--- src/rtl/ncc_pkg.sv ---
// Shared constants, word types and helpers for the nearest-centroid
// confusion counter. No dependencies.
package ncc_pkg;

    localparam int NUM_CLASSES  = 6;
    localparam int SAMPLE_BITS  = 12;
    localparam int COUNT_BITS   = 16;

    // Field widths fixed by the interface.
    localparam int OP_BITS      = 2;
    localparam int CLS_BITS     = 3;
    localparam int DIST_BITS    = 13;
    localparam int CFG_IDX_BITS = 3;
    localparam int CENT_BITS    = 3 * SAMPLE_BITS;

    // Distance datapath.
    localparam int SQR_BITS      = 2 * SAMPLE_BITS;
    localparam int SQ_BITS       = SQR_BITS + 2;
    localparam int ROOT_STEPS    = (SQ_BITS + 3) / 4;
    localparam int ROOT_REG_BITS = 2 * ROOT_STEPS;
    localparam int RAD_BITS      = 4 * ROOT_STEPS;
    localparam int REM_BITS      = ROOT_REG_BITS + 3;

    // Cell phase counter.
    localparam int PH_BITS = 4;
    localparam logic [PH_BITS-1:0] PH_IDLE  = PH_BITS'(0);
    localparam logic [PH_BITS-1:0] PH_SQ_Y  = PH_BITS'(1);
    localparam logic [PH_BITS-1:0] PH_SQ_Z  = PH_BITS'(2);
    localparam logic [PH_BITS-1:0] PH_ROOT0 = PH_BITS'(3);
    localparam logic [PH_BITS-1:0] PH_CMP   = PH_BITS'(3 + ROOT_STEPS);

    // Operation codes.
    localparam logic [OP_BITS-1:0] OP_CLASSIFY = 2'd0;
    localparam logic [OP_BITS-1:0] OP_CLEAR    = 2'd1;
    localparam logic [OP_BITS-1:0] OP_READ     = 2'd2;

    typedef struct packed {
        logic                   vld;
        logic [SAMPLE_BITS-1:0] x;
        logic [SAMPLE_BITS-1:0] y;
        logic [SAMPLE_BITS-1:0] z;
    } t_smp;

    typedef struct packed {
        logic                 vld;
        logic [DIST_BITS-1:0] dmin;
        logic [CLS_BITS-1:0]  pred;
    } t_best;

    typedef struct packed {
        logic                clr;
        logic                inc;
        logic                rd;
        logic [CLS_BITS-1:0] row;
        logic [CLS_BITS-1:0] col;
    } t_cmd;

    function automatic logic [SAMPLE_BITS-1:0] abs_diff(
        input logic [SAMPLE_BITS-1:0] a,
        input logic [SAMPLE_BITS-1:0] b
    );
        return (a >= b) ? (a - b) : (b - a);
    endfunction

endpackage

--- src/rtl/ncc_cell.sv ---
// One class cell: centroid register, distance unit (shared squarer and
// two-bit-per-cycle square root), running-minimum stage and one matrix column.
// Depends on ncc_pkg.
module ncc_cell (
    input  logic                           i_clk,
    input  logic                           i_rst_n,
    input  logic [ncc_pkg::CLS_BITS-1:0]   i_index,
    input  logic                           i_cfg_we,
    input  logic [ncc_pkg::CFG_IDX_BITS-1:0] i_cfg_idx,
    input  logic [ncc_pkg::CENT_BITS-1:0]  i_cfg_data,
    input  ncc_pkg::t_smp                  i_smp,
    output ncc_pkg::t_smp                  o_smp,
    input  ncc_pkg::t_best                 i_best,
    output ncc_pkg::t_best                 o_best,
    input  ncc_pkg::t_cmd                  i_cmd,
    output logic [ncc_pkg::COUNT_BITS-1:0] o_count
);
    import ncc_pkg::*;

    logic [CENT_BITS-1:0]     r_centroid;
    t_smp                     r_fwd;
    t_best                    r_best, n_best;
    logic [PH_BITS-1:0]       r_ph, n_ph;
    logic [SQ_BITS-1:0]       r_acc;
    logic [SAMPLE_BITS-1:0]   r_dy, r_dz;
    logic [RAD_BITS-1:0]      r_rad, n_rad;
    logic [REM_BITS-1:0]      r_rem, n_rem;
    logic [ROOT_REG_BITS-1:0] r_root, n_root;
    logic [COUNT_BITS-1:0]    r_cnt [NUM_CLASSES];
    logic [COUNT_BITS-1:0]    r_resp;

    logic [SAMPLE_BITS-1:0]   dx, dy, dz, sq_in;
    logic [SQR_BITS-1:0]      sq;
    logic [SQ_BITS-1:0]       sum;
    logic [DIST_BITS-1:0]     own;
    logic                     row_ok, hit;
    logic [COUNT_BITS-1:0]    cur, inc_val;

    assign dx = abs_diff(r_centroid[SAMPLE_BITS-1:0], i_smp.x);
    assign dy = abs_diff(r_centroid[2*SAMPLE_BITS-1:SAMPLE_BITS], i_smp.y);
    assign dz = abs_diff(r_centroid[3*SAMPLE_BITS-1:2*SAMPLE_BITS], i_smp.z);

    // One squarer, fed x, then y, then z.
    always_comb begin
        case (r_ph)
            PH_IDLE: sq_in = dx;
            PH_SQ_Y: sq_in = r_dy;
            default: sq_in = r_dz;
        endcase
    end

    assign sq  = sq_in * sq_in;
    assign sum = r_acc + SQ_BITS'(sq);
    assign own = r_root[DIST_BITS-1:0];

    // Two root digits per cycle, restoring method.
    always_comb begin
        logic [REM_BITS-1:0]      rem;
        logic [REM_BITS-1:0]      trial;
        logic [ROOT_REG_BITS-1:0] root;
        logic [RAD_BITS-1:0]      rad;
        rem  = r_rem;
        root = r_root;
        rad  = r_rad;
        for (int j = 0; j < 2; j++) begin
            rem   = {rem[REM_BITS-3:0], rad[RAD_BITS-1 -: 2]};
            rad   = {rad[RAD_BITS-3:0], 2'b00};
            trial = REM_BITS'({root, 2'b01});
            if (rem >= trial) begin
                rem  = rem - trial;
                root = {root[ROOT_REG_BITS-2:0], 1'b1};
            end else begin
                root = {root[ROOT_REG_BITS-2:0], 1'b0};
            end
        end
        n_rem  = rem;
        n_root = root;
        n_rad  = rad;
    end

    always_comb begin
        case (r_ph)
            PH_IDLE: n_ph = i_smp.vld ? PH_SQ_Y : PH_IDLE;
            PH_CMP:  n_ph = PH_IDLE;
            default: n_ph = r_ph + PH_BITS'(1);
        endcase
    end

    // Keep the incoming minimum unless this class is as close or closer.
    always_comb begin
        n_best = '0;
        if (r_ph == PH_CMP) begin
            if (!i_best.vld || (i_best.dmin >= own)) begin
                n_best.dmin = own;
                n_best.pred = i_index;
            end else begin
                n_best.dmin = i_best.dmin;
                n_best.pred = i_best.pred;
            end
            n_best.vld = 1'b1;
        end
    end

    assign row_ok  = (i_cmd.row < CLS_BITS'(NUM_CLASSES));
    assign hit     = row_ok && (i_cmd.col == i_index);
    assign cur     = row_ok ? r_cnt[i_cmd.row] : '0;
    assign inc_val = (&cur) ? cur : cur + COUNT_BITS'(1);

    always_ff @(posedge i_clk) begin
        if (!i_rst_n) begin
            r_centroid <= '0;
            r_fwd      <= '0;
            r_best     <= '0;
            r_ph       <= PH_IDLE;
        end else begin
            if (i_cfg_we && (i_cfg_idx == i_index)) begin
                r_centroid <= i_cfg_data;
            end
            r_fwd  <= i_smp;
            r_best <= n_best;
            r_ph   <= n_ph;
        end
    end

    always_ff @(posedge i_clk) begin
        case (r_ph)
            PH_IDLE: begin
                r_acc <= SQ_BITS'(sq);
                r_dy  <= dy;
                r_dz  <= dz;
            end
            PH_SQ_Y: begin
                r_acc <= sum;
            end
            PH_SQ_Z: begin
                r_rad  <= RAD_BITS'(sum);
                r_rem  <= '0;
                r_root <= '0;
            end
            PH_CMP: begin
            end
            default: begin
                r_rad  <= n_rad;
                r_rem  <= n_rem;
                r_root <= n_root;
            end
        endcase
    end

    // Matrix column owned by this cell.
    always_ff @(posedge i_clk) begin
        if (!i_rst_n) begin
            for (int r = 0; r < NUM_CLASSES; r++) begin
                r_cnt[r] <= '0;
            end
            r_resp <= '0;
        end else if (i_cmd.clr) begin
            for (int r = 0; r < NUM_CLASSES; r++) begin
                r_cnt[r] <= '0;
            end
            r_resp <= '0;
        end else if (i_cmd.inc) begin
            if (hit) begin
                r_cnt[i_cmd.row] <= inc_val;
            end
            r_resp <= hit ? inc_val : '0;
        end else if (i_cmd.rd) begin
            r_resp <= hit ? cur : '0;
        end
    end

    assign o_smp   = r_fwd;
    assign o_best  = r_best;
    assign o_count = r_resp;

endmodule

--- config.mk ---
export PLATFORM = sky130hd
export DESIGN_NAME = ncc_cell
export DESIGN_NICKNAME = d
export VERILOG_FILES = /design/src/rtl/ncc_pkg.sv /design/src/rtl/ncc_cell.sv
export SDC_FILE = /design/constraint.sdc
export NUM_CORES = 1
export LEC_CHECK = 0
export CORE_MARGIN = 2
export CORE_UTILIZATION = 55
export CTS_CLUSTER_DIAMETER = 40
export DETAILED_ROUTE_END_ITERATION = 16
export DONT_BUFFER_PORTS = 1
export HOLD_SLACK_MARGIN = 0.05
export PLACE_DENSITY = 0.81
export SKIP_LAST_GASP = 1
export SLEW_MARGIN = 20
export SYNTH_ARGS = -nofsm -noshare
export SYNTH_HDL_FRONTEND = slang
export SYNTH_SLANG_ARGS = --single-unit
--- constraint.sdc ---
create_clock -name i_clk -period 15.1 [get_ports i_clk]
set_input_delay 3.02 -clock i_clk [delete_from_list [all_inputs] [get_ports i_clk]]
set_output_delay 3.02 -clock i_clk [all_outputs]
set_load 0.005 [all_outputs]
==> metrics.yaml <==
synthesis:
  synth-edff-count: 203
  syn_area_mm2: 0.0231
  yosysSeqAreaShare: 0.359
  syn_inst: 2422
  yosysTopAreaCell: "edfxtp_1"
  synth_cell_type_count: 95
  syn_nets: 2813
  ys_async_sr_fraction: 0
  ys_ff_latch: 313
  synth_area_leaders: "edfxtp_1, ha_1, dfxtp_1"
  yosys_warnings: 0
  synthFlopType: "edfxtp_1"
  postSynthAreaPerCell_um2: 9.54
  netlist.area_leader.share: 0.264
setup_path:
  cpPeakStageDelay_ns: 0.80
  worstSetupStartpoint: "i_smp[31]"
  timing.rr.end: "r_rad[24]"
  critPathRequiredTime_ns: 15.43
  cp-endpoint: "r_rad[24]"
  worstPathMaxFanout: 9
  critical_path_class: "in -> reg"
  rr_worst_depth: 40
  worst_setup_path_start_kind: "input port"
  critPathArrivalTime_ns: 13.58
  crit_path_end_kind: "flip-flop"
  rrSetupSlack_ns: 3.81
  slowest_stage: "a221oi_1"
  reg2reg_from: "r_centroid[0]"
clock_network:
  cts_root_buffer: "clkbuf_16"
  path_clk_slew_ns: 0.06
  cts_setup_buffers: 0
  clock_latency_ns: 0.60
  cts-buffers-inserted: 51
  post_cts_resized: 0
  cts_htree_levels: 2
  postCtsHoldBufs: 0
  cts_max_path_buffers: 3
  numClockSinks: 313
  cts_tree: "built"
detailed_routing:
  viasPerCell: 6.09
  drt-pass1-iter-count: 7
  ant_nets: 0
  drt_iter0_markers: 1683
  vias: 18200
  drt-total-wl_um: 59000
  drc: 0
  wire_per_inst_um: 19.8
timing:
  period_needed_ns: 13.25
  tightest_slew_ns: 1.00
  finClkSkew_ns: 0.0419
  rsz0062_at_grt: "no"
  finalHoldViolCount: 0
  fin_crit_sh: 0.877
  max_slew_margin: 0.329
  finalSetupViolCount: 0
  setup-tns-final_ns: 0
  slew_viol_final: 0
  fmax_ghz: 0.0755
layout:
  area_growth_pct: 9.15
  diodes: 0
  layout-drive-gt1-share: 0.0716
  fin_nets: 2791
  fillers: 3391
die:
  ios: 178
  core_area_mm2: 0.0418
  std_cell_rows: 75
  die_area_mm2: 0.0437
  initial_core_util: 0.554
  die_h_um: 209
  die_x_um: 209
global_routing:
  grtUsageTotal: 0.272
  grt_pass1_vias: 18500
  grt_max_degree: 78
  grt_pass1_wl_um: 95500
  grt_overflow_total: 0
  grt_antenna_before_repair: 0
placement:
  place_congestion: 0.949
  hpwlAfterDp_um: 43300
  port_buffers: 0
status:
  outcome: "finished, final reports clean"
hold_path:
  min_path_type: "reg -> reg"
job:
  maxCapViolations: 0
==> kinds of logic (layout without fill, tap and decap cells) <==
group | count (synthesis) | after routing | synth area share
multiplexers | 113 | 113 | 0.0547
adder cells (fa/ha/maj) | 283 | 283 | 0.181
AO/OA/AOI/OAI | 532 | 532 | 0.149
flip-flops | 313 | 313 | 0.359
AND/OR/NAND/NOR | 716 | 716 | 0.151
buffers and inverters | 349 | 370 | 0.0600
XOR/XNOR | 116 | 116 | 0.0454
==> registers in the layout (all words and copies together) (netlist names) <==
signal / count
r_cnt: 96
o_smp: 37
r_centroid: 36
r_rad: 28
r_acc: 26
o_best: 17
o_count: 16
r_rem: 15
r_root: 14
r_dy: 12
r_dz: 12
r_ph: 4
==> layer usage <==
| layer | track usage | vias up | wire length [um] |
|---|---|---|---|
| li1 | - | 8426 | - |
| met1 | 0.339 | 8700 | 23600 |
| met2 | 0.462 | 863 | 28300 |
| met3 | 0.0475 | 181 | 4600 |
| met4 | 0.123 | 0 | 2480 |
| met5 | 0 | - | 0 |
==> cell type report <==
class | instances | area [um2] | area share
multi-input combinational | 1760 | 13500 | 0.533
sequential | 313 | 8300 | 0.329
clock buffer | 61 | 1400 | 0.0555
inverter | 263 | 987 | 0.0391
tap | 539 | 674 | 0.0267
clock inverter | 35 | 330 | 0.0131
timing repair buffer | 11 | 82.6 | 0.00327
==> how the worst min path moves through the flow <==
stage / endpoint / slack [ns] / cells after the start / start
6_report: o_count[15] / 0.48 / 2 / o_count[15]
5_1_grt: o_count[8] / 0.53 / 1 / o_count[8]
4_1_cts: o_count[15] / 0.48 / 2 / o_count[15]
3_5_place_dp: o_count[15] / 0.48 / 2 / o_count[15]
3_3_place_gp: o_count[15] / 0.47 / 2 / o_count[15]
2_1_floorplan: o_count[10] / 0.45 / 2 / o_count[10]
==> worst max-delay path: cells and delay by family <==
kind / cells / cell delay (ns)
compound gates: 14 / 4.10
xor+xnor: 3 / 0.58
mux: 1 / 0.43
simple gates: 6 / 0.97
buf+inv: 6 / 0.80
fa+ha+maj: 8 / 3.68
==> through the flow <==
step | hold slack [ns] | instances | utilization | worst slack, ns | area, um2
final | 0.483 | 2982 | 0.604 | 1.85 | 25200
after global routing | 0.529 | 2982 | 0.604 | 1.19 | 25200
after global placement | 0.466 | 2885 | 0.562 | 1.86 | 23500
after floorplan | 0.449 | 2422 | - | 2.71 | 23100
after CTS | 0.483 | 2981 | 0.604 | 1.96 | 25200
after detailed placement | 0.475 | 2885 | 0.562 | 1.35 | 23500
==> cells in the final DEF, fill, tap and decap left out, types with 8 or more instances in the layout <==
| master | synthesis | final |
|---|---|---|
| inv_1 | 252 | 252 |
| nor2_1 | 233 | 232 |
| edfxtp_1 | 203 | 203 |
| ha_1 | 198 | 198 |
| nand2_1 | 160 | 160 |
| a21oi_1 | 143 | 143 |
| o21ai_0 | 134 | 134 |
| dfxtp_1 | 110 | 110 |
| fa_1 | 85 | 85 |
| mux2i_1 | 74 | 74 |
| xnor2_1 | 69 | 69 |
| nor2b_1 | 67 | 67 |
| clkbuf_16 | 0 | 54 |
| nand3_1 | 53 | 53 |
| and2_1 | 53 | 53 |
| a21o_1 | 46 | 46 |
| xor2_1 | 44 | 44 |
| nor3_1 | 31 | 30 |
| nand2b_1 | 29 | 29 |
| mux2_2 | 29 | 29 |
| o21a_1 | 24 | 24 |
| and3_1 | 21 | 21 |
| a22oi_1 | 19 | 19 |
| nand4_1 | 17 | 17 |
| a31oi_1 | 16 | 16 |
| a211oi_1 | 13 | 13 |
| or3_1 | 12 | 12 |
| o31ai_1 | 12 | 11 |
| o21bai_1 | 11 | 11 |
| clkinv_1 | 10 | 10 |
| a21boi_0 | 10 | 10 |
| inv_6 | 0 | 10 |
| buf_4 | 2 | 10 |
| a22o_1 | 9 | 9 |
| o211ai_1 | 8 | 8 |
| o22ai_1 | 8 | 8 |
| clkinv_4 | 0 | 8 |
==> cells in the mapped netlist, drive strengths merged (14+ instances only) <==
cell / n
inv: 253
nand3: 53
nor3: 31
edfxtp: 203
clkbuf: 60
nand2b: 29
nand4: 17
a21oi: 143
mux2i: 75
and2: 54
a31oi: 16
a22oi: 20
nor2b: 67
dfxtp: 110
buf: 26
o21a: 24
fa: 85
mux2: 31
nor2: 235
a211oi: 14
xnor2: 71
xor2: 45
nand2: 162
and3: 21
ha: 198
o21ai: 137
a21o: 46
Power is not shown: default switching activity piles up to over one toggle a cycle in this logic, so the estimate is an artifact.
